<file path="src/rtl/poea_pkg.sv">
package poea_pkg;

    // angle fixed point: 1/16 degree
    localparam int FRAC_BITS  = 4;
    localparam int ONE_DEG    = 1 << FRAC_BITS;
    localparam int DEG90      = 90 * ONE_DEG;
    localparam int DEG180     = 180 * ONE_DEG;
    localparam int DEG360     = 360 * ONE_DEG;
    localparam int NEAR_STEPS = ONE_DEG / 10;
    localparam int MEAN_MAX   = (1 << 26) - 1;
    localparam int TEST_MAX   = 180;

    // reciprocal for a divide by ten of values up to 90
    localparam int TEN_RECIP  = 205;
    localparam int TEN_SHIFT  = 11;

    // reduction steps: 360 degree multiples 2^7 .. 2^0
    localparam int WRAP_STEPS = 8;
    localparam int DIV_STEPS  = 32;

    localparam logic signed [13:0] PH_180      = 14'(DEG180);
    localparam logic signed [13:0] PH_360      = 14'(DEG360);
    localparam logic signed [13:0] PH_NEAR_LIM = 14'(NEAR_STEPS - DEG180);

    typedef enum logic [3:0] {
        S_IDLE,
        S_MUL_H,
        S_MUL_K,
        S_LOAD,
        S_WRAP,
        S_FOLD,
        S_WMUL,
        S_ACC,
        S_END,
        S_DIV,
        S_BAND
    } t_state;

    typedef enum logic [2:0] {
        CFG_H_SHIFT  = 3'd0,
        CFG_K_SHIFT  = 3'd1,
        CFG_RES_MIN  = 3'd2,
        CFG_RES_MAX  = 3'd3,
        CFG_QUAL_MAX = 3'd4,
        CFG_COUNT    = 3'd5
    } t_cfg_index;

    // operands of the shared multiplier and compare-subtract unit
    typedef struct packed {
        logic signed [14:0] mul_a;
        logic signed [8:0]  mul_b;
        logic [20:0]        sub_a;
        logic [20:0]        sub_b;
    } t_alu_req;

    typedef struct packed {
        logic signed [23:0] prod;
        logic               ge;
        logic [20:0]        rem;
    } t_alu_rsp;

endpackage

</file>
<file path="src/rtl/poea_alu.sv">
module poea_alu
    import poea_pkg::*;
(
    input  t_alu_req i_req,
    output t_alu_rsp o_rsp
);

    logic [20:0] diff;

    assign diff        = i_req.sub_a - i_req.sub_b;
    assign o_rsp.prod  = 24'(i_req.mul_a * i_req.mul_b);
    assign o_rsp.ge    = (i_req.sub_a >= i_req.sub_b);
    // conditional subtract: keep the operand when it is below the subtrahend
    assign o_rsp.rem   = o_rsp.ge ? diff : i_req.sub_a;

endmodule

</file>
<file path="src/rtl/phase_origin_error_accumulator_unit.sv">
// Phase origin error accumulator. Scores one trial phase origin over a stream of
// reflections: every reflection inside the quality limit and resolution window is
// shifted by h*origin_h_shift + k*origin_k_shift; a weight >= 1.0 adds the weighted
// absolute wrapped difference to the reference phase, and a symmetry-constrained
// reflection adds its distance (folded into 0..90 degrees) from the test phase. The
// sum saturates at 2^32-1. The item marked last_item yields one result: the sum
// divided by comparison_count (undivided when it is 0), saturated to 26 bits, with
// its band trunc((90 - mean in degrees)/10), and the sum is cleared. Angles are in
// 1/16 degree, the test phase in whole degrees. One item at a time: o_stall is high
// while an item is in work, and a last item also waits for the output register to free.
// The multiplies and the wrap and division steps share the one multiplier and
// compare-subtract unit: each phase wrap takes away a power-of-two multiple of 360
// degrees per cycle, from 2^7 down to 2^0, and the mean is a restoring division
// producing one quotient bit per cycle.
// Configuration is written through a separate port that is always ready; write it
// only while the block is idle.
module phase_origin_error_accumulator_unit
    import poea_pkg::*;
(
    input  logic               i_clk,
    input  logic               i_rst_n,

    // configuration writes
    input  logic               i_cfg_valid,
    output logic               o_cfg_ready,
    input  logic [2:0]         i_cfg_index,
    input  logic [13:0]        i_cfg_data,

    // reflection input
    input  logic               i_valid,
    output logic               o_stall,
    input  logic signed [6:0]  i_h_index,
    input  logic signed [6:0]  i_k_index,
    input  logic [3:0]         i_spot_quality,
    input  logic [11:0]        i_resolution,
    input  logic signed [13:0] i_input_phase,
    input  logic signed [13:0] i_reference_phase,
    input  logic [7:0]         i_weight,
    input  logic               i_special_flag,
    input  logic [7:0]         i_test_phase,
    input  logic               i_last_item,

    // result output
    output logic               o_valid,
    input  logic               i_stall,
    output logic [25:0]        o_mean_error,
    output logic [3:0]         o_error_band
);

    // configuration registers
    logic signed [13:0] r_h_shift;
    logic signed [13:0] r_k_shift;
    logic [11:0]        r_res_min;
    logic [11:0]        r_res_max;
    logic [3:0]         r_quality_max;
    logic [12:0]        r_count;

    // sequencer and accumulator state
    t_state             r_state, n_state;
    logic [31:0]        r_sum, n_sum;
    logic [4:0]         r_cnt, n_cnt;

    // captured reflection
    logic signed [6:0]  r_h, n_h;
    logic signed [6:0]  r_k, n_k;
    logic signed [13:0] r_phi, n_phi;
    logic signed [13:0] r_phr, n_phr;
    logic [7:0]         r_weight, n_weight;
    logic               r_special, n_special;
    logic [7:0]         r_test, n_test;
    logic               r_last, n_last;

    // datapath working registers
    logic signed [21:0] r_p, n_p;        // shifted phase
    logic [20:0]        r_mag, n_mag;    // magnitude under reduction
    logic               r_neg, n_neg;    // sign of the value being wrapped
    logic               r_sel, n_sel;    // 0: weighted difference, 1: symmetry term
    logic [11:0]        r_d, n_d;        // absolute wrapped difference
    logic [15:0]        r_term, n_term;  // term to accumulate
    logic [12:0]        r_rem, n_rem;    // division remainder

    // output register
    logic               r_o_valid, n_o_valid;
    logic [25:0]        r_mean, n_mean;
    logic [3:0]         r_band, n_band;

    // shared unit
    t_alu_req           alu_req;
    t_alu_rsp           alu_rsp;

    // combinational helpers
    logic               in_pass;
    logic               weighted;
    logic signed [22:0] wrap_in;
    logic signed [13:0] wf;
    logic [11:0]        ang;
    logic [7:0]         test_sat;
    logic [11:0]        test_ph;
    logic [11:0]        sym_d;
    logic [13:0]        rem_sh;
    logic [32:0]        sum_ext;
    logic [25:0]        mean_sat;
    logic [6:0]         up_deg;
    logic [6:0]         band_x;
    logic [14:0]        band_prod;
    logic [3:0]         band_val;

    poea_alu u_alu (
        .i_req (alu_req),
        .o_rsp (alu_rsp)
    );

    assign o_cfg_ready  = 1'b1;
    assign o_stall      = (r_state != S_IDLE);
    assign o_valid      = r_o_valid;
    assign o_mean_error = r_mean;
    assign o_error_band = r_band;

    // configuration write, out-of-range indexes are dropped
    always_ff @(posedge i_clk) begin
        if (!i_rst_n) begin
            r_h_shift     <= '0;
            r_k_shift     <= '0;
            r_res_min     <= '0;
            r_res_max     <= '1;
            r_quality_max <= '1;
            r_count       <= '0;
        end else if (i_cfg_valid && o_cfg_ready) begin
            unique case (t_cfg_index'(i_cfg_index))
                CFG_H_SHIFT:  r_h_shift     <= i_cfg_data;
                CFG_K_SHIFT:  r_k_shift     <= i_cfg_data;
                CFG_RES_MIN:  r_res_min     <= i_cfg_data[11:0];
                CFG_RES_MAX:  r_res_max     <= i_cfg_data[11:0];
                CFG_QUAL_MAX: r_quality_max <= i_cfg_data[3:0];
                CFG_COUNT:    r_count       <= i_cfg_data[12:0];
                default: begin
                end
            endcase
        end
    end

    always_ff @(posedge i_clk) begin
        if (!i_rst_n) begin
            r_state   <= S_IDLE;
            r_sum     <= '0;
            r_o_valid <= 1'b0;
        end else begin
            r_state   <= n_state;
            r_sum     <= n_sum;
            r_o_valid <= n_o_valid;
        end
    end

    // payload and working registers need no reset
    always_ff @(posedge i_clk) begin
        r_cnt     <= n_cnt;
        r_h       <= n_h;
        r_k       <= n_k;
        r_phi     <= n_phi;
        r_phr     <= n_phr;
        r_weight  <= n_weight;
        r_special <= n_special;
        r_test    <= n_test;
        r_last    <= n_last;
        r_p       <= n_p;
        r_mag     <= n_mag;
        r_neg     <= n_neg;
        r_sel     <= n_sel;
        r_d       <= n_d;
        r_term    <= n_term;
        r_rem     <= n_rem;
        r_mean    <= n_mean;
        r_band    <= n_band;
    end

    always_comb begin
        n_state   = r_state;
        n_sum     = r_sum;
        n_cnt     = r_cnt;
        n_h       = r_h;
        n_k       = r_k;
        n_phi     = r_phi;
        n_phr     = r_phr;
        n_weight  = r_weight;
        n_special = r_special;
        n_test    = r_test;
        n_last    = r_last;
        n_p       = r_p;
        n_mag     = r_mag;
        n_neg     = r_neg;
        n_sel     = r_sel;
        n_d       = r_d;
        n_term    = r_term;
        n_rem     = r_rem;
        n_o_valid = r_o_valid;
        n_mean    = r_mean;
        n_band    = r_band;
        alu_req   = '0;

        // quality and resolution window of the incoming reflection
        in_pass  = (i_spot_quality <= r_quality_max) && (i_resolution >= r_res_min)
                   && (i_resolution <= r_res_max);
        weighted = (r_weight >= 8'(ONE_DEG));

        // value to wrap: shifted phase, or its difference to the reference
        wrap_in  = r_sel ? {r_p[21], r_p}
                         : ({r_p[21], r_p} - {{9{r_phr[13]}}, r_phr});

        // remainder with the dividend's sign, folded into (-180,180]
        wf = r_neg ? -$signed(r_mag[13:0]) : $signed(r_mag[13:0]);
        if (wf > PH_180) begin
            wf = wf - PH_360;
        end
        if (wf <= -PH_180) begin
            wf = wf + PH_360;
        end
        if (wf <= PH_NEAR_LIM) begin
            wf = PH_180;
        end
        ang = wf[13] ? 12'(-wf) : wf[11:0];

        // symmetry term: distance to test phase, folded into 0..90 degrees
        test_sat = (r_test > 8'(TEST_MAX)) ? 8'(TEST_MAX) : r_test;
        test_ph  = 12'(test_sat) << FRAC_BITS;
        sym_d    = (ang >= test_ph) ? (ang - test_ph) : (test_ph - ang);
        if (sym_d > 12'(DEG90)) begin
            sym_d = 12'(DEG180) - sym_d;
        end

        // saturating accumulate
        sum_ext  = {1'b0, r_sum} + 33'(r_term);

        // division step operand: remainder with next dividend bit
        rem_sh   = {r_rem, r_sum[31]};

        // mean saturation and band
        mean_sat  = (r_sum > 32'(MEAN_MAX)) ? 26'(MEAN_MAX) : r_sum[25:0];
        up_deg    = 7'((mean_sat[10:0] + 11'(ONE_DEG - 1)) >> FRAC_BITS);
        band_x    = 7'd90 - up_deg;
        band_prod = 15'(band_x) * 15'(TEN_RECIP);
        band_val  = (mean_sat >= 26'(DEG90)) ? 4'd0 : band_prod[TEN_SHIFT +: 4];

        // output register frees on a transfer
        if (r_o_valid && !i_stall) begin
            n_o_valid = 1'b0;
        end

        unique case (r_state)
            S_IDLE: begin
                if (i_valid) begin
                    n_h       = i_h_index;
                    n_k       = i_k_index;
                    n_phi     = i_input_phase;
                    n_phr     = i_reference_phase;
                    n_weight  = i_weight;
                    n_special = i_special_flag;
                    n_test    = i_test_phase;
                    n_last    = i_last_item;
                    n_state   = in_pass ? S_MUL_H : S_END;
                end
            end
            S_MUL_H: begin
                alu_req.mul_a = {r_h_shift[13], r_h_shift};
                alu_req.mul_b = {{2{r_h[6]}}, r_h};
                n_p     = {{8{r_phi[13]}}, r_phi} + alu_rsp.prod[21:0];
                n_state = S_MUL_K;
            end
            S_MUL_K: begin
                alu_req.mul_a = {r_k_shift[13], r_k_shift};
                alu_req.mul_b = {{2{r_k[6]}}, r_k};
                n_p   = r_p + alu_rsp.prod[21:0];
                n_sel = !weighted;
                if (weighted || r_special) begin
                    n_state = S_LOAD;
                end else begin
                    n_state = S_END;
                end
            end
            S_LOAD: begin
                n_neg   = wrap_in[22];
                n_mag   = wrap_in[22] ? 21'(-wrap_in) : wrap_in[20:0];
                n_cnt   = 5'(WRAP_STEPS - 1);
                n_state = S_WRAP;
            end
            S_WRAP: begin
                // take away 360 degrees times 2^cnt when it fits
                alu_req.sub_a = r_mag;
                alu_req.sub_b = 21'(DEG360) << r_cnt[2:0];
                n_mag = alu_rsp.rem;
                if (r_cnt == 5'd0) begin
                    n_state = S_FOLD;
                end else begin
                    n_cnt = r_cnt - 5'd1;
                end
            end
            S_FOLD: begin
                if (!r_sel) begin
                    n_d     = ang;
                    n_state = S_WMUL;
                end else begin
                    n_term  = 16'(sym_d);
                    n_state = S_ACC;
                end
            end
            S_WMUL: begin
                alu_req.mul_a = {3'b000, r_d};
                alu_req.mul_b = {1'b0, r_weight};
                n_term  = alu_rsp.prod[FRAC_BITS +: 16];
                n_state = S_ACC;
            end
            S_ACC: begin
                n_sum = sum_ext[32] ? '1 : sum_ext[31:0];
                if (!r_sel && r_special) begin
                    n_sel   = 1'b1;
                    n_state = S_LOAD;
                end else begin
                    n_state = S_END;
                end
            end
            S_END: begin
                if (!r_last) begin
                    n_state = S_IDLE;
                end else if (r_count == '0) begin
                    n_state = S_BAND;
                end else begin
                    n_rem   = '0;
                    n_cnt   = 5'(DIV_STEPS - 1);
                    n_state = S_DIV;
                end
            end
            S_DIV: begin
                // restoring division, quotient shifts into the sum register
                alu_req.sub_a = 21'(rem_sh);
                alu_req.sub_b = 21'(r_count);
                n_rem = alu_rsp.rem[12:0];
                n_sum = {r_sum[30:0], alu_rsp.ge};
                if (r_cnt == 5'd0) begin
                    n_state = S_BAND;
                end else begin
                    n_cnt = r_cnt - 5'd1;
                end
            end
            S_BAND: begin
                if (!r_o_valid || !i_stall) begin
                    n_o_valid = 1'b1;
                    n_mean    = mean_sat;
                    n_band    = band_val;
                    n_sum     = '0;
                    n_state   = S_IDLE;
                end
            end
            default: begin
                n_state = S_IDLE;
            end
        endcase
    end

`ifndef ASSERT_OFF
    // wrap reduction leaves less than one full turn
    a_wrap_range: assert property (@(posedge i_clk) disable iff (!i_rst_n)
        r_state == S_FOLD |-> r_mag < 21'(DEG360))
        else $error("wrap reduction out of range");

    // partial remainder stays below the divisor
    a_div_rem: assert property (@(posedge i_clk) disable iff (!i_rst_n)
        r_state == S_DIV |-> r_rem < r_count)
        else $error("division remainder not below divisor");

    // sum is cleared once a result is loaded
    a_sum_clear: assert property (@(posedge i_clk) disable iff (!i_rst_n)
        (r_state == S_BAND && n_state == S_IDLE) |=> r_sum == '0)
        else $error("error sum not cleared after result");

    // a result appears only from the band step
    a_out_src: assert property (@(posedge i_clk) disable iff (!i_rst_n)
        $rose(r_o_valid) |-> $past(r_state) == S_BAND)
        else $error("result without band step");

    // band is never above nine
    a_band_max: assert property (@(posedge i_clk) disable iff (!i_rst_n)
        o_valid |-> o_error_band <= 4'd9)
        else $error("error band out of range");
`endif

endmodule
</file>
<file path="config.mk">
export PLATFORM = sky130hd
export DESIGN_NAME = phase_origin_error_accumulator_unit
export DESIGN_NICKNAME = d
export VERILOG_FILES = /design/src/rtl/poea_pkg.sv /design/src/rtl/poea_alu.sv /design/src/rtl/phase_origin_error_accumulator_unit.sv
export SDC_FILE = /design/constraint.sdc
export NUM_CORES = 1
export LEC_CHECK = 0
export BUFFER_PORTS_ARGS = -buffer_cell sky130_fd_sc_hd__buf_2
export CORE_MARGIN = 2
export CORE_UTILIZATION = 40
export CTS_BUF_LIST = sky130_fd_sc_hd__clkbuf_8 sky130_fd_sc_hd__clkbuf_16
export DETAILED_ROUTE_END_ITERATION = 7
export PLACE_DENSITY = 0.6
export SYNTH_ARGS = -nofsm -noshare
export SYNTH_HDL_FRONTEND = slang
export SYNTH_HIERARCHICAL = 1
export SYNTH_SLANG_ARGS = --single-unit
export TNS_END_PERCENT = 30
</file>
<file path="constraint.sdc">
create_clock -name i_clk -period 28.3 [get_ports i_clk]
set_input_delay 0 -clock i_clk [delete_from_list [all_inputs] [get_ports i_clk]]
set_output_delay 0 -clock i_clk [all_outputs]
set_load 0.005 [all_outputs]
</file>
# After elaboration in Yosys (flattened, before gate mapping)
# Cells that the tools add are included.
word_totals:
  reg_bits: 287
  word_cells: 166
classes:
  add_sub_neg: 16
  mul: 2
  magnitude_cmp: 13
  n_eq_ne: 24
  n_shift: 1
  n_mux: 44
  bitwise: 1
  reduce_logical: 38
op_table:
  columns: ["op", "n"]
  rows:
  - ["32-bit case mux with 3 select lines", 1]
  - ["42-bit case mux with 2 select lines", 1]
  - ["24-bit case mux with 3 select lines", 1]
  - ["32-bit two-way mux", 2]
  - ["14-bit two-way mux", 4]
  - ["22-bit adder", 2]
  - ["22-bit case mux with 2 select lines", 1]
  - ["4-bit case mux with 11 select lines", 1]
  - ["21-bit two-way mux", 2]
  - ["21-bit case mux with 2 select lines", 1]
  - ["12-bit two-way mux", 3]
  - ["32-bit by 16-bit adder with 33-bit output", 1]
  - ["32-bit by 26-bit > comparator with 1-bit output (second input constant)", 1]
  - ["4-bit two-way mux", 8]
  - ["16-bit case mux with 2 select lines", 1]
  - ["14-bit by 13-bit <= comparator with 1-bit output (second input constant)", 2]
  - ["26-bit by 11-bit greater-or-equal comparator with 1-bit output (second input constant)", 1]
  - ["13-bit two-way mux", 2]
  - ["26-bit two-way mux", 1]
  - ["13-bit case mux with 2 select lines", 1]
  - ["12-bit greater-or-equal comparator", 2]
  - ["2-bit AND reduction", 12]
  - ["12-bit subtractor", 2]
  - ["23-bit two-way mux", 1]
  - ["50 further kinds", 85]

# Depth between registers and ports, before layout
# Gate-level depths: netlist of the first run.
logic_depth:
  ltp_word: 16
  mapped_depth: 43
  ltp_nobuf: 39

# Modules after synthesis
# Netlist of the first run, hierarchy kept.
by_module_without_submodules:
  columns: ["mod", "n_inst", "cells_each", "area_each_um2", "seq_area_each_um2"]
  rows:
  - ["phase_origin_error_accumulator_unit", 1, 2274, 19934.1, 7557.2]
  - ["poea_alu", 1, 736, 6252.2, 0.0]

# Worst setup path after synthesis of the first run
# OpenSTA, ideal clock, no wires.
synth_timing:
  path_kind: "reg2reg"
  start: "register r_mag[0]"
  end: "register r_term[3], data pin"
  arrival_ns: 8.701
  setup_slack_ns: 19.340
  stages_incl_launch_ff: 40
  n_path_buf: 5
  synth_period_minus_slack_ns: 8.960
  cell_sequence: "edfxtp_1 -> clkbuf_1 -> inv_1 -> ha_1 -> buf_2 -> or4b_2 -> buf_2 -> o31ai_1 -> xnor2_1 -> a21oi_1 -> and2_4 -> buf_6 -> nor2_1 -> nor2_1 -> a21oi_1 -> ha_1 -> xnor2_1 -> or4_1 -> [... 4 more ...] -> nand2_1 -> ha_1 -> and3_1 -> nand3_1 -> o31a_1 -> o22a_1 -> ha_1 -> clkbuf_1 -> nand4_1 -> o31a_1 -> o21ai_2 -> mux2i_1 -> xor2_1 -> o311a_4 -> a2bb2oi_4 -> nand2_1 -> xnor2_1 -> mux2_2"
synth_via:
  elab_chain_len: 16
  elab_cells_between_ends: 21
  cone_classes: "7 x add/sub; 5 x order compare; 9 x mux"
synth_lines:
  columns: ["item", "line", "source"]
  rows:
  - ["start, declared", "phase_origin_error_accumulator_unit.sv:75", "logic [20:0] r_mag, n_mag;"]
  - ["start signal, assigned", "phase_origin_error_accumulator_unit.sv:166", "r_mag <= n_mag;"]
  - ["14-bit negator", "phase_origin_error_accumulator_unit.sv:210", "wf = r_neg ? -$signed(r_mag[13:0]) : $signed(r_mag[13:0]);"]
  - ["14-bit two-way mux (*)", "phase_origin_error_accumulator_unit.sv:210", null]
  - ["14-bit subtractor or 14-bit by 13-bit > comparator with 1-bit output (tied branches)", "phase_origin_error_accumulator_unit.sv:212, phase_origin_error_accumulator_unit.sv:211", null]
  - ["14-bit two-way mux (*)", "phase_origin_error_accumulator_unit.sv:211", "if (wf > PH_180) begin"]
  - ["14-bit adder or 14-bit by 13-bit <= comparator with 1-bit output (tied branches)", "phase_origin_error_accumulator_unit.sv:215, phase_origin_error_accumulator_unit.sv:214", null]
  - ["14-bit two-way mux (*)", "phase_origin_error_accumulator_unit.sv:214", "if (wf <= -PH_180) begin"]
  - ["14-bit by 13-bit <= comparator with 1-bit output", "phase_origin_error_accumulator_unit.sv:217", "if (wf <= PH_NEAR_LIM) begin"]
  - ["14-bit two-way mux (*)", "phase_origin_error_accumulator_unit.sv:217", null]
  - ["12-bit negator", "phase_origin_error_accumulator_unit.sv:220", "ang = wf[13] ? 12'(-wf) : wf[11:0];"]
  - ["12-bit two-way mux (*)", "phase_origin_error_accumulator_unit.sv:220", null]
  - ["12-bit subtractor or 12-bit greater-or-equal comparator (tied branches)", "phase_origin_error_accumulator_unit.sv:225", "sym_d = (ang >= test_ph) ? (ang - test_ph) : (test_ph - ang);"]
  - ["12-bit two-way mux (*)", "phase_origin_error_accumulator_unit.sv:225", null]
  - ["12-bit subtractor or 12-bit by 11-bit > comparator with 1-bit output (tied branches)", "phase_origin_error_accumulator_unit.sv:227, phase_origin_error_accumulator_unit.sv:226", null]
  - ["12-bit two-way mux (*)", "phase_origin_error_accumulator_unit.sv:226", "if (sym_d > 12'(DEG90)) begin"]
  - ["16-bit two-way mux (*)", "phase_origin_error_accumulator_unit.sv:297", "if (!r_sel) begin"]
  - ["16-bit case mux with 2 select lines (*)", "phase_origin_error_accumulator_unit.sv:248", "unique case (r_state)"]
  - ["via n_term[3]", "phase_origin_error_accumulator_unit.sv:79", "logic [15:0] r_term, n_term;"]
  - ["end signal, assigned", "phase_origin_error_accumulator_unit.sv:170", "r_term <= n_term;"]
  - ["end, declared", "phase_origin_error_accumulator_unit.sv:79", null]
# Mark *: on every way through the listed nets, which the timed path passes. The rest lies on a longest branch. The select of a mux whose other input is x is not followed.
# A chain may end at the register's enable or synchronous reset.

# Final worst setup path of the first run
layout_timing:
  start: "register r_mag[0]"
  end: "register r_term[2], data pin"
# The elaborated chain is that of the path after synthesis.

==> metrics.txt, run 1 <==
run status=finished, final reports clean; clock root buffer=clkbuf_16; Buffers & Inverters on Critical Path=1; fraction of power spent switching nets=0.463; Yosys Warn Count=6; area of the multi-input gates=approximately 17,000 sq um; data required time of the critical path=about 29 ns; post-synthesis instance area=between 20,000 and 30,000 sq um; GRT busiest layer=met2; highest achievable clock rate=0.0964 GHz; # rows=between 90 and 100; number of sinks handled by clock tree synthesis=287; Routed Wire Length=about 74,000 um; final number of max-transition violations=0; pre-CTS setup slack=18.03 ns; Net Count, Synth=about 3,400; Vias per Instance=between 5 and 6; path category of the worst min-delay check=in2reg; Critical Path Fanout Max=12; minimum period implied by the final worst setup slack=between 10 and 15 ns; Max-Cap Viols=0; clock buffer depth=3; clock transition at the registers of the reported paths=0.07 ns; Crit path largest cell delay=roughly 0.77 ns; Initial DRC Count=approximately 1,500; mean instance size in the synthesized netlist=approximately 8.7 sq um; count of buffers from port buffering=~130; P_sw=between 1.5 and 2 mW; post-layout worst setup margin=17.93 ns; Wirelength per Cell=18.6 um; slew at the pin with the worst max-slew slack=1.32 ns; first-pass detailed-route iteration total=7; antenna violations before repair=3; final hold slack=0.109 ns; Cells after Synth=2,976; placed cell count=approximately 3,800; Worst-Skew Late Latency=~0.59 ns; via count of the first global-routing pass=~22,000; critical-path cell with the highest stage delay=or4b_2; sum of negative setup slack=0 ns; fill cell count=about 6,300; H-tree Lvls=2; global placer's final weighted congestion=between 0.8 and 0.9; Comb pwr share=0.657; remaining antenna violation count after routing=0; r2r worst-path depth=35; signed area change from the synthesized netlist to the final layout=13.1%; GRT met1 Usage=0.288; clock tree from TritonCTS=built; DP HPWL=roughly 57,000 um; leakage dissipation=about 13 nW; standard cell core area=around 64,000 sq um; count of cell instances traversed by the critical path=35; path type of the worst setup path=reg2reg; fraction of layout instances using a drive strength above 1=0.102; post-CTS setup repair buffer count=0; worst rel slew slack=0.119; number of buffers inserted during clock tree synthesis=36; Setup crit end kind=flop; die extent in x=258 um; crit start category=flop; Ports=131; total via count in the routed design=21,600; unrepaired setup endpoints after global routing=no; final setup violation count=0; effective utilization at floorplan=0.403; DRC Markers=0; post-layout instance count excluding filler cells=3,990; Sequential cell area=approximately 7600 sq um; Final Hold Viols=0; Data arrival, critical path=10.76 ns; global-route usage over all layers=0.221; gr ovfl total=0; met2 Track Usage GR=0.390; fraction of power consumed by the clock network=0.143; cell internal power dissipation=~1.8 mW; cell type group with the largest total delay on the critical path=compound AO/OA/AOI/OAI gates; full die area=between 60,000 and 70,000 sq um; largest net degree at the start of global routing=107; peak supply drop=123 uV; final critical-path share of the clock period=0.367; met3 track utilization from global routing=0.0235; total power per unit cell area=115 nW/um^2; Worst Clk Skew=0.0436 ns; y dimension of the die=258 um; sequential cell fraction of total power=0.200; first-pass GRT wire length=118,000 um; count of nets after finishing=3,544; cell count of the worst hold path=2
[cells in the final DEF (no fill, tap or decap), types with 42 or more instances in the layout]
cell type / instances
nand2_1: 420
a21oi_1: 238
inv_1: 318
buf_2: 129
xor2_1: 43
a21boi_0: 60
ha_1: 217
dlygate4sd3_1: 81
nand2b_1: 42
fa_1: 122
nor2_1: 155
dfxtp_1: 106
and3_1: 58
xnor2_1: 106
o21ai_0: 134
nand3_1: 44
and2_1: 58
edfxtp_1: 181
[power by group through the flow]
stage | logic (mW) | registers, mW | clock network [mW]
floorplan | 1.71 | 0.650 | 0
global placement | 2.14 | 0.681 | 0
detailed placement | 2.20 | 0.682 | 0
CTS | 2.23 | 0.673 | 0.495
global route | 2.49 | 0.682 | 0.508
finish | 2.22 | 0.675 | 0.484
[final cells by class]
| type | instances | share of cell area |
|---|---|---|
| repair buffers | 229 | 0.0546 |
| flip-flops and latches | 287 | 0.258 |
| clock inverters | 26 | 0.00893 |
| inverters | 315 | 0.0404 |
| diodes | 1 | 0.0000855 |
| well taps | 855 | 0.0365 |
| clock buffers | 39 | 0.0326 |
| multi-input cells | 2238 | 0.569 |
[through the flow]
| step | utilization | cell area [sq um] | power [mW] |
|---|---|---|---|
| final | 0.456 | 29300 | 3.37 |
| after global routing | 0.456 | 29300 | 3.68 |
| after CTS | 0.456 | 29300 | 3.39 |
| after detailed placement | 0.424 | 27300 | 2.88 |
| after global placement | 0.424 | 27300 | 2.82 |
| after floorplan | - | 25900 | 2.36 |
[final timing paths]
check	start	endpoint	slack, ns
worst min-delay path	i_input_phase[10]	r_phi[10]	0.11
worst max-delay path	r_mag[0]	r_term[2]	17.93
worst min register to register	r_res_min[5]	r_res_min[5]	0.47
worst max register to register	r_mag[0]	r_term[2]	17.93
[worst register-to-register path: cells and delay by family (launching register included)]
kind / cells / cell delay (ns)
DFF: 1 / 0.55
xor gates and xnor gates: 3 / 0.74
adders and majority gates: 4 / 1.34
AOI/OAI and AO/OA: 17 / 4.37
buffers and inverters: 1 / 0.17
muxes: 1 / 0.30
and+or+nand+nor: 9 / 2.76
[state kept, by name, indices dropped and copies added, names as in the netlist, 5 cells and up]
register	flops
r_k_shift	14
r_phr	14
r_k	7
r_res_max	12
r_test	8
r_mag	21
r_weight	8
r_count	13
r_cnt	5
r_rem	13
r_res_min	12
o_mean_error	26
r_h	7
r_sum	32
r_h_shift	14
r_d	12
r_p	22
r_term	16
r_phi	14
[routing by layer]
layer | vias up | share of wire
li1 | 10600 | -
met1 | 10500 | 0.45
met2 | 446 | 0.49
met3 | 97 | 0.036
met4 | 0 | 0.025
met5 | - | 0
[what timing repair did]
action / in CTS / in global routing
hold endpoints to repair: 159 / 0
gates resized for setup: 0 / 0
hold buffers: 81 / 0
(Power assumes the default switching activity.)
==> inputs of run 2 (changes only) <==
==> constraint.sdc (replaced) <==
create_clock -name i_clk -period 10.3 [get_ports i_clk]
set_input_delay 0 -clock i_clk [delete_from_list [all_inputs] [get_ports i_clk]]
set_output_delay 0 -clock i_clk [all_outputs]
set_load 0.005 [all_outputs]
==> metrics.txt, run 2 (same netlist as run 1, synthesis figures left out) <==
run status=finished, final reports clean; Final Hold Viols=0 (unchanged); Crit path largest cell delay=0.75 ns (-0.02 ns); via count of the first global-routing pass=21,500 (-0.35%); total power per unit cell area=316 nW/um^2 (+170%); DRC Markers=0 (unchanged); antenna violations before repair=0 (-3); endpoint of the lowest-slack register-to-register path=r_term[3]; total via count in the routed design=21,800 (+0.81%); effective utilization at floorplan=0.403 (unchanged); Largest Register=r_sum; first-pass detailed-route iteration total=5 (-2); worst rel slew slack=0.153 (+0.0349); leakage dissipation=13.0 nW (+0.42%); y dimension of the die=258 um (unchanged); global placer's final weighted congestion=0.881 (about the same); Worst-Skew Late Latency=0.57 ns (-0.02 ns); r2r worst-path depth=33 (-5.7%); crit start category=flop; Reg2Reg Launch Point=r_mag[0]; most common cell after layout, fill and taps aside=nand2_1; Wirelength per Cell=18.5 um (-0.60%); Power Total=9.30 mW (+180%); Worst Clk Skew=0.0238 ns (-0.0198 ns); full die area=66,800 sq um (unchanged); library cell appearing most often on the critical path=ha_1; critical-path cell with the highest stage delay=or4b_2; path type of the worst setup path=reg2reg; peak supply drop=415 uV (+240%); sum of negative setup slack=0 ns (unchanged); Vias per Instance=5.45 (+0.53%); minimum period implied by the final worst setup slack=9.70 ns (-0.678 ns); final critical-path share of the clock period=0.941 (+0.575); clock root buffer=clkbuf_16; first-pass GRT wire length=118,000 um (-0.31%); clock transition at the registers of the reported paths=0.07 ns (about the same); clock tree from TritonCTS=built; data required time of the critical path=10.62 ns (-18.07 ns); cell count of the worst hold path=2 (unchanged); signed area change from the synthesized netlist to the final layout=13.6%; Routed Wire Length=74,100 um (-0.33%); count of buffers from port buffering=129 (unchanged); Initial DRC Count=1,408 (-5.6%); number of sinks handled by clock tree synthesis=287 (unchanged); number of buffers inserted during clock tree synthesis=38 (+5.6%); final hold slack=0.134 ns (+0.0253 ns); unrepaired setup endpoints after global routing=no; remaining antenna violation count after routing=0 (unchanged); clock buffer depth=3 (unchanged); gr ovfl total=0 (unchanged); R2R setup slack=0.60 ns (-17.32 ns); highest achievable clock rate=0.103 GHz (+7.0%); largest net degree at the start of global routing=107 (unchanged); standard cell core area=64,200 sq um (unchanged); highest-count cells in the layout ignoring fill and taps=nand2_1, inv_1, a21oi_1; final setup violation count=0 (unchanged); path category of the worst min-delay check=in2reg; startpoint of the most critical hold path=i_input_phase[0]; global-route usage over all layers=0.220 (-0.00149); Ant. Diodes=0 (-1); DP HPWL=57,300 um (+0.28%); placed instance area=27,300 sq um (+0.17%); fraction of layout instances using a drive strength above 1=0.106 (+0.00406); count of nets after finishing=3,554 (+0.28%); # rows=93 (unchanged); slew at the pin with the worst max-slew slack=1.27 ns (-0.0523 ns); H-tree Lvls=2 (unchanged); hold endpoint=r_phi[0]; Ports=131 (unchanged); Max-Cap Viols=0 (unchanged); cell area after layout=29,400 sq um (+0.46%); post-CTS setup repair buffer count=0 (unchanged); Setup crit end kind=flop; final number of max-transition violations=0 (unchanged); flip-flop count of the largest register after layout=32 (unchanged); die extent in x=258 um (unchanged); Critical Path Fanout Max=12 (unchanged); Data arrival, critical path=10.01 ns (-0.75 ns)
-- run 2: cell count changes in the layout (fill, tap and decap cells not counted), sizes merged --
cell | previous run | this run
diode | 1 | 0
dlygate4sd3 | 81 | 83
clkbuf | 39 | 40
clkinv | 15 | 17
inv | 322 | 323
buf | 148 | 154
clkinvlp | 0 | 1
bufinv | 4 | 3
-- run 2: layout make-up --
class                   count  area, sq um
clock inverters            29          278
clock buffers              40          978
multi-input cells        2238        16700
inverters                 315         1180
flip-flops and latches    287         7560
well taps                 855         1070
repair buffers            237         1660
fillers                  6222        34800
-- run 2: timing repair --
action,in CTS,in global routing
setup endpoints to repair,0,9
endpoints found under the hold margin,162,0
hold buffers,83,0
resized for setup,0,5
-- run 2: report_power, final --
group / internal (mW) / switching, mW
clock network: 0.776 / 0.558
registers: 1.69 / 0.172
logic: 2.53 / 3.58
-- run 2: worst max-delay path, delay by kind of cell (launching register included) --
family / cells / cell delay (ns)
XOR/XNOR: 4 / 0.84
adder cells (fa/ha/maj): 4 / 1.20
flip-flops: 1 / 0.54
AO/OA/AOI/OAI: 14 / 3.98
multiplexers: 2 / 0.58
buffers and inverters: 1 / 0.16
AND/OR/NAND/NOR: 8 / 2.15
-- run 2: worst max path at each step --
stage | from | endpoint | slack, ns
floorplan | r_mag[0] | r_term[3] | 1.34
global placement | r_mag[0] | r_term[3] | 0.66
detailed placement | r_mag[0] | r_term[3] | 0.46
CTS | r_mag[0] | r_term[3] | 0.43
global route | r_mag[0] | r_term[3] | 0.04
finish | r_mag[0] | r_term[3] | 0.60
-- run 2: per-layer routing --
metal  GRT usage  part of all wire  vias to the layer above
li1            -                 -                    10600
met1       0.287              0.45                    10600
met2       0.385              0.49                      513
met3      0.0245             0.040                       95
met4      0.0597             0.023                        0
met5           0                 0                        -
-- run 2: per-stage QoR --
step	worst slack, ns	cells	util
2_1_floorplan	1.34	2976	-
4_1_cts	0.433	4001	0.458
6_report	0.604	4001	0.458
5_1_grt	0.0354	4001	0.458
3_5_place_dp	0.462	3849	0.425
3_3_place_gp	0.661	3849	0.425
==> inputs of run 3 (changes only) <==
--- a/config.mk
+++ b/config.mk
@@ -13,6 +13,5 @@
 export PLACE_DENSITY = 0.6
 export SYNTH_ARGS = -nofsm -noshare
 export SYNTH_HDL_FRONTEND = slang
-export SYNTH_HIERARCHICAL = 1
 export SYNTH_SLANG_ARGS = --single-unit
 export TNS_END_PERCENT = 30
==> metrics.txt, run 3 <==
global placer's final weighted congestion=0.892 (+1.3%); Routed Wire Length=69,900 um (-5.6%); Max-Cap Viols=0 (unchanged); fill cell count=6,007 (-3.5%); mean instance size in the synthesized netlist=8.61 sq um (-1.1%); slew at the pin with the worst max-slew slack=1.18 ns (-0.0836 ns); final critical-path share of the clock period=0.920 (-0.0217); flip-flop count of the largest register after layout=32 (unchanged); fraction of layout instances using a drive strength above 1=0.0973 (-0.00855); fraction of power spent switching nets=0.445 (-0.0184); remaining antenna violation count after routing=0 (unchanged); Largest Register=r_sum; H-tree Lvls=2 (unchanged); Ports=131 (unchanged); crit start category=flop; global-route usage over all layers=0.218 (-0.00214); count of nets after finishing=3,473 (-2.3%); worst rel slew slack=0.207 (+0.0532); Critical Path Fanout Max=24 (+12); via count of the first global-routing pass=20,800 (-3.2%); largest net degree at the start of global routing=109 (+1.9%); Cells after Synth=2,898 (-2.6%); count of buffers from port buffering=129 (unchanged); cell internal power dissipation=4.38 mW (-12%); Vias per Instance=5.41 (-0.73%); first-pass GRT wire length=111,000 um (-5.3%); Sequential cell area=7560 sq um (unchanged); Synth cell types=110; full die area=64,400 sq um (-3.6%); clock tree from TritonCTS=built; clock root buffer=clkbuf_16; effective utilization at floorplan=0.404 (+0.00102); clock buffer depth=3 (unchanged); Final Hold Viols=0 (unchanged); leading cell type by number of instances after synthesis=nand2_1; final setup violation count=0 (unchanged); # rows=91 (-2.2%); post-synthesis instance area=24,900 sq um (-3.7%); fraction of the yosys area taken by sequential cells=0.303; highest achievable clock rate=0.106 GHz (+2.4%); fraction of power consumed by the clock network=0.170 (+0.027); Setup crit end kind=flop; first-pass detailed-route iteration total=5 (unchanged); Buffers & Inverters on Critical Path=2 (+1); sequential cell fraction of total power=0.220 (+0.020); Worst-Skew Late Latency=0.56 ns (about the same); number of enable-type register cells in the synthesized netlist=181; placed instance area=26,400 sq um (-3.4%); most common cell after layout, fill and taps aside=nand2_1; y dimension of the die=254 um (-1.8%); Crit path largest cell delay=0.52 ns (-0.23 ns); fraction of registers with async set or reset after synthesis=0; path type of the worst setup path=reg2reg; flops & latches, synth=about 290; number of buffers inserted during clock tree synthesis=36 (-5.3%); DRC Markers=0 (unchanged); run status=finished, final reports clean; Initial DRC Count=1,556 (+11%); Comb pwr share=0.610 (-0.047); number of sinks handled by clock tree synthesis=287 (unchanged); critical-path cell with the highest stage delay=edfxtp_1; final hold slack=0.0426 ns (-0.0916 ns); data required time of the critical path=10.60 ns (-0.02 ns); total power per unit cell area=277 nW/um^2 (-12%); proportion of netlist area held by the largest area contributor=0.218; area of the multi-input gates=15,900 sq um (-4.8%); signed area change from the synthesized netlist to the final layout=13.9%; die extent in x=254 um (-1.8%); minimum period implied by the final worst setup slack=9.47 ns (-0.223 ns); dominant cell type by area after synthesis=edfxtp_1; leakage dissipation=12.4 nW (-5.1%); post-CTS setup repair buffer count=0 (unchanged); total via count in the routed design=21,200 (-3.0%); cell area after layout=28,400 sq um (-3.4%); peak supply drop=278 uV (-33%); P_sw=3.51 mW (-19%); highest-count cells in the layout ignoring fill and taps=nand2_1, inv_1, ha_1; Wirelength per Cell=17.9 um (-3.4%); standard cell core area=61,700 sq um (-3.9%); most area-consuming cells after synthesis=edfxtp_1, ha_1, fa_1; path category of the worst min-delay check=in2reg; Net Count, Synth=3,326 (-2.5%); DP HPWL=53,700 um (-6.3%); Yosys Warn Count=0 (-6); antenna violations before repair=0 (unchanged); final number of max-transition violations=0 (unchanged); leading cell types by count after synthesis=nand2_1, inv_1, ha_1; Worst Clk Skew=0.0216 ns (-0.00225 ns); gr ovfl total=0 (unchanged); Data arrival, critical path=9.77 ns (-0.24 ns); clock transition at the registers of the reported paths=0.06 ns (about the same); top flip-flop cell by instance count after synthesis=edfxtp_1; final core occ=0.461 (+0.00250); cell type group with the largest total delay on the critical path=compound AO/OA/AOI/OAI gates
run 3: final timing paths:
check,startpoint,to,slack (ns),cells past startpoint
max,r_mag[0],r_term[9],0.83,37
min,i_cfg_index[2],r_quality_max[2],0.04,3
max reg2reg,r_mag[0],r_term[9],0.83,37
min reg2reg,r_res_min[9],r_res_min[9],0.47,2
run 3: final cells by class:
| cell class | count | share of cell area |
|---|---|---|
| Multi-Input combinational cell | 2206 | 0.559 |
| Clock buffer | 37 | 0.0326 |
| Antenna cell | 1 | 0.0000881 |
| Sequential cell | 287 | 0.266 |
| Timing Repair Buffer | 233 | 0.0572 |
| Inverter | 281 | 0.0371 |
| Clock inverter | 29 | 0.0112 |
| Tap cell | 837 | 0.0368 |
run 3: power groups by stage:
stage	Combinational (mW)	Sequential (mW)	Clock, mW
finish	4.81	1.73	1.34
global placement	4.60	1.75	0
global route	5.53	1.75	1.42
detailed placement	4.75	1.75	0
CTS	4.81	1.73	1.38
floorplan	3.69	1.68	0
run 3: tightest hold or removal path: stages:
cell and delay [ns]:
buf_2 0.12, and3_1 0.26, o211ai_1 0.19
run 3: logic make-up after synthesis:
| kind of cell | Yosys count | share of synthesized area |
|---|---|---|
| muxes | 30 | 0.0126 |
| DFF | 287 | 0.303 |
| other | 1 | 0.000150 |
| and+or+nand+nor | 992 | 0.185 |
| AOI/OAI and AO/OA | 725 | 0.191 |
| xor gates and xnor gates | 128 | 0.0461 |
| buffers and inverters | 405 | 0.0628 |
| adders and majority gates | 330 | 0.200 |
run 3: through the flow:
step                      worst slack (ns)  std cells  power (mW)  TNS (ns)
after floorplan                       1.92       2898        5.38         0
after global placement                1.03       3764        6.35         0
final                                0.828       3911        7.89         0
after global routing               -0.0133       3910        8.70   -0.0193
after CTS                            0.754       3910        7.91         0
after detailed placement             0.756       3764        6.51         0
run 3: routing by layer:
layer  routed length, um  up-vias  track usage  part of all wire
li1                    -    10400            -                 -
met3                3320       87       0.0233             0.048
met4                1890        0       0.0681             0.027
met2               32100      574        0.358              0.46
met1               32600    10100        0.301              0.47
met5                   0        -            0                 0
run 3: repair_timing:
item / CTS / global route
setup endpoints to repair: 0 / 11
resized for setup: 0 / 1
hold buffers: 80 / 0
hold endpoints to repair: 131 / 0
